File: src/hdl/lcfr_pkg.sv
`timescale 1ns / 1ps
// Shared types, constants and codes for the layer cadence filament resolver.
package lcfr_pkg;

    localparam int MAX_ENTRIES  = 64;
    localparam int MAX_PATTERN  = 32;
    localparam int MAX_PHYSICAL = 16;
    localparam int MAX_RATIO    = 127;

    localparam int EIDX_W = $clog2(MAX_ENTRIES);
    localparam int POS_W  = $clog2(MAX_PATTERN);
    localparam int PADDR_W = EIDX_W + POS_W;
    localparam int DVD_W  = 28;
    localparam int DVS_W  = 8;

    // Command codes
    localparam logic [1:0] CMD_WRITE_ENTRY = 2'd0;
    localparam logic [1:0] CMD_WRITE_STEP  = 2'd1;
    localparam logic [1:0] CMD_RESOLVE     = 2'd2;

    // Register indexes
    localparam logic [1:0] REG_PHYS   = 2'd0;
    localparam logic [1:0] REG_COUNT  = 2'd1;
    localparam logic [1:0] REG_GRAD   = 2'd2;
    localparam logic [1:0] REG_DITHER = 2'd3;

    localparam logic [4:0] PHYS_RESET = 5'd4;

    typedef struct packed {
        logic [1:0]  cmd;
        logic [5:0]  entry_index;
        logic [4:0]  comp_a;
        logic [4:0]  comp_b;
        logic [6:0]  ratio_a;
        logic [6:0]  ratio_b;
        logic [2:0]  entry_flags;
        logic [5:0]  pattern_len;
        logic [4:0]  step_pos;
        logic [3:0]  step_value;
        logic [6:0]  req_id;
        logic [19:0] layer_num;
    } in_word_t;

    typedef struct packed {
        logic [6:0] physical_id;
        logic       was_virtual;
    } out_word_t;

    typedef struct packed {
        logic [4:0] comp_a;
        logic [4:0] comp_b;
        logic [6:0] ratio_a;
        logic [6:0] ratio_b;
        logic [2:0] flags;
        logic [5:0] plen;
    } entry_t;

    typedef enum logic [1:0] {
        K_WRITE_ENTRY,
        K_WRITE_STEP,
        K_RESOLVE,
        K_IGNORE
    } kind_t;

    typedef struct packed {
        kind_t    kind;
        in_word_t word;
    } q_item_t;

    // Effective (saturated) configuration handed to the back end
    typedef struct packed {
        logic [4:0] nphys;
        logic [6:0] ncount;
        logic       gradient;
        logic       dither;
    } cfg_t;

    typedef enum logic [4:0] {
        S_IDLE,
        S_SCAN_RD,
        S_SCAN_CHK,
        S_HIT,
        S_PDIV,
        S_PRD,
        S_PRES,
        S_SDIV,
        S_DDIV,
        S_GCD,
        S_GCDDIV,
        S_MUL,
        S_PHST,
        S_PHDIV,
        S_PMUL,
        S_RST,
        S_RDIV
    } state_t;

endpackage

File: src/hdl/lcfr_front.sv
`timescale 1ns / 1ps
// Front end: accepts command words, classifies them and queues them.
module lcfr_front (
    input  logic               clk,
    input  logic               rst_n,
    input  logic               cmd_valid,
    output logic               cmd_ready,
    input  lcfr_pkg::in_word_t cmd_data,
    output logic               q_valid,
    output lcfr_pkg::q_item_t  q_item,
    input  logic               q_pop
);
    import lcfr_pkg::*;

    q_item_t    q_mem [2];
    logic       wr_ptr_reg, wr_ptr_next;
    logic       rd_ptr_reg, rd_ptr_next;
    logic [1:0] cnt_reg, cnt_next;
    q_item_t    item;
    logic       push;

    // Classify and saturate the pattern length
    always_comb
    begin
        item      = '{kind: K_IGNORE, word: cmd_data};
        case (cmd_data.cmd)
            CMD_WRITE_ENTRY: item.kind = K_WRITE_ENTRY;
            CMD_WRITE_STEP:  item.kind = K_WRITE_STEP;
            CMD_RESOLVE:     item.kind = K_RESOLVE;
            default:         item.kind = K_IGNORE;
        endcase
        if (cmd_data.pattern_len > 6'(MAX_PATTERN))
            item.word.pattern_len = 6'(MAX_PATTERN);
    end

    assign cmd_ready = (cnt_reg != 2'd2);
    assign push      = cmd_valid && cmd_ready;
    assign q_valid   = (cnt_reg != 2'd0);
    assign q_item    = q_mem[rd_ptr_reg];

    always_comb
    begin
        wr_ptr_next = push  ? ~wr_ptr_reg : wr_ptr_reg;
        rd_ptr_next = q_pop ? ~rd_ptr_reg : rd_ptr_reg;
        cnt_next    = cnt_reg + 2'(push) - 2'(q_pop);
    end

    always_ff @(posedge clk or negedge rst_n)
    begin
        if (!rst_n)
        begin
            wr_ptr_reg <= 1'b0;
            rd_ptr_reg <= 1'b0;
            cnt_reg    <= 2'd0;
        end
        else
        begin
            wr_ptr_reg <= wr_ptr_next;
            rd_ptr_reg <= rd_ptr_next;
            cnt_reg    <= cnt_next;
        end
    end

    // Queue storage
    always_ff @(posedge clk)
    begin
        if (push)
            q_mem[wr_ptr_reg] <= item;
    end

endmodule

File: config.mk
export PLATFORM = sky130hd
export DESIGN_NAME = lcfr_front
export DESIGN_NICKNAME = d
export VERILOG_FILES = /design/src/hdl/lcfr_pkg.sv /design/src/hdl/lcfr_front.sv
export SDC_FILE = /design/constraint.sdc
export NUM_CORES = 1
export LEC_CHECK = 0
export BUFFER_PORTS_ARGS = -buffer_cell sky130_fd_sc_hd__buf_4
export CAP_MARGIN = 10
export CORE_AREA = 2 2 138 140
export CTS_CLUSTER_DIAMETER = 60
export CTS_CLUSTER_SIZE = 8
export DETAILED_ROUTE_END_ITERATION = 7
export DIE_AREA = 0 0 140 142
export PLACE_DENSITY = 0.62
export SYNTH_ARGS = -nofsm -noshare
export SYNTH_HDL_FRONTEND = slang
export SYNTH_SLANG_ARGS = --single-unit
File: constraint.sdc
create_clock -name clk -period 9 [get_ports clk]
set_input_delay 0.9 -clock clk [delete_from_list [all_inputs] [get_ports clk]]
set_output_delay 0.9 -clock clk [all_outputs]
set_load 0.02 [all_outputs]
==> impl_metrics.ini <==
[grt]
overflow = 0
antenna_found_initial = 0
grt_pass1_wl_mm = 17.0
grt_pass1_vias = 3249
grt_max_degree = 80
grt_util_all_layers_pct = 11.4

[detailed_routing]
vias = 3005
wl_per_cell_um = 16.2
drc = 12
antenna_left = 0
drt-vias-per-instance = 4.37
drt_iter0_drc = 102
wl_mm = 11.1
drt_first_pass_iters = 8

[yosys]
yosys.area.top_type_share_pct = 74.8
synth_cell_types = 18
synth_top_area_cell = edfxtp_1
synth.area.top_cells = edfxtp_1 75%, mux2_4 19%, buf_12 2.5%, dfrtp_1 1.6%, nor2b_1 0.49%
async_flop_share_pct = 2.47
synth-warning-count = 0
syn_nets = 353
synthTopCellsByCount = 158 x edfxtp_1, 79 x mux2_4, 8 x buf_12, 5 x nor2b_1, 4 x dfrtp_1
netlist_area_um2 = 6340
yosysMostFrequentCell = edfxtp_1
synth_edf_count = 158
yosysSeqAreaShare_pct = 76.4
synth_cells = 271
syn_area_per_cell_um2 = 23.4
ys_ff_latch = 162
synthFlopType = edfxtp_1

[worst_setup_path]
crit_type = reg -> out
path_cells = buf_4 > mux2_4 > buf_4
crit_arrival_ns = 2.63
end_kind = primary output
start_kind = flop
worst_ep_required_time_ns = 8.10
cp_slowest_cell = dfrtp_4
r2r_start = cnt_reg[0]
critPathMaxStageDelay_ns = 0.90
startpoint = rd_ptr_reg
critPathMaxFanout = 42
critical-path-top-delay-family = flip-flops
crit_path_frequent_cell = buf_4
critPathBufInv = 2

[clock_tree]
cts-root-buf = clkbuf_16
cts.clk_slew.worst_paths_ns = 0.06
insertion_delay_ns = 0.41
htree_levels = 4
numCtsBuffers = 17
post_cts_resized = 0
cts_buffer_depth = 2
postCtsSetupBuffers = 0
cts-hold-fix-buffers = 0
cts_tree = done
cts.sinks = 162

[pwr]
peakVddDrop_mv = 0.129
power_density_nw_per_um2 = 338
total_power_w = 0.00278
p_leak_nw = 3.26

[finish]
drive_above_1_share_pct = 60.4
largest_reg_flops = 158
syn2layout_area_growth_pct = 29.9
finalNetCount = 524
antenna_cells = 0

[min_path]
hp-class = in -> async

[die]
die_w_um = 140
initial_core_util_pct = 34.4
pin_count = 162
die-area_um2 = 19900
core_area_um2 = 18500
chipHeight_um = 142
rows = 50

[place]
hpwl_mm = 7.15
place_congestion = 0.709
io_buffers = 161

[sta]
setup_tns_ns = 0
finalMaxSlewViolations = 0
rsz0062_at_grt = false
max_freq_ghz = 0.284
tightest_slew_ns = 1.11
relSlewSlack_pct = 26.0
hold_viol_final = 0
finalCritPeriodShare_pct = 39.2
period_needed_ns = 3.53
setup_viol = 0
skew_ns = 0.00484

[status]
status = finished with violations
violations = DRC

[job]
maxCapViolCount = 0
-- worst register-to-register path: cells and delay by family, from the launching register on --
family / cells / cell delay [ns]
buf+inv: 2 / 0.76
simple gates: 3 / 0.66
flops: 1 / 0.39
-- where the power goes --
| group | switching, W | leakage, nW | internal (W) |
|---|---|---|---|
| Clock | 0.000273 | 0.243 | 0.000374 |
| Sequential | 0.0000911 | 1.52 | 0.00104 |
| Combinational | 0.000495 | 1.50 | 0.000514 |
-- path summary, 6_finish.rpt --
path | slack, ns | depth (start not counted) | endpoint
min in group clk | 0.56 | 1 | wr_ptr_reg
hold / removal | 0.27 | 1 | cnt_reg[1]
setup reg to reg | 6.76 | 5 | q_mem[0][49]
hold reg to reg | 0.56 | 1 | wr_ptr_reg
max in group asynchronous | 8.61 | 1 | rd_ptr_reg
setup / recovery | 5.47 | 3 | q_item[6]
-- cells in the final DEF (no fill, tap or decap) --
cell type,n
clkinvlp_4,5
nor2_4,1
clkbuf_1,2
buf_12,1
nand2_1,1
clkinv_1,3
a21bo_1,1
xnor2_1,3
a21oi_2,1
clkbuf_16,17
nand2b_1,1
clkinv_2,3
buf_4,163
nor2b_1,5
nor3b_1,1
bufinv_16,1
dfrtp_1,3
edfxtp_1,158
xor2_1,1
and3_4,1
or2_2,1
ha_1,1
mux2_4,79
dfrtp_4,1
-- routing by layer --
metal | track usage, % | vias to the layer above | part of all wire [%]
li1 | - | 1400 | -
met1 | 12.8 | 1477 | 40
met2 | 19.4 | 113 | 51
met3 | 4.31 | 15 | 6.9
met4 | 5.53 | 0 | 2.1
met5 | 0 | - | 0
-- per-stage QoR --
step | hold slack [ns] | area (um2) | cells | util, % | setup WS (ns)
floorplan | 0.461 | 6340 | 271 | - | 4.18
global placement | 0.517 | 7690 | 656 | 41.7 | 5.85
detailed placement | 0.545 | 7690 | 656 | 41.7 | 5.82
CTS | 0.250 | 8220 | 687 | 44.5 | 5.39
global route | 0.249 | 8240 | 688 | 44.7 | 5.34
finish | 0.274 | 8240 | 688 | 44.7 | 5.47
-- cell type report --
cell class / instances / area, um2
fill: 1582 / 10200
sequential: 162 / 4850
multi-input combinational: 97 / 1330
timing repair buffer: 164 / 1240
clock buffer: 19 / 433
tap: 234 / 293
clock inverter: 12 / 93.8
-- kinds of logic after synthesis --
family | count (synthesis) | share of synthesized area [%]
adder cells (fa/ha/maj) | 1 | 0.197
XOR/XNOR | 4 | 0.552
AND/OR/NAND/NOR | 11 | 1.03
multiplexers | 79 | 18.7
AO/OA/AOI/OAI | 2 | 0.296
flip-flops | 162 | 76.4
buffers and inverters | 12 | 2.88
Note: power is estimated with default switching activity, not from simulation.
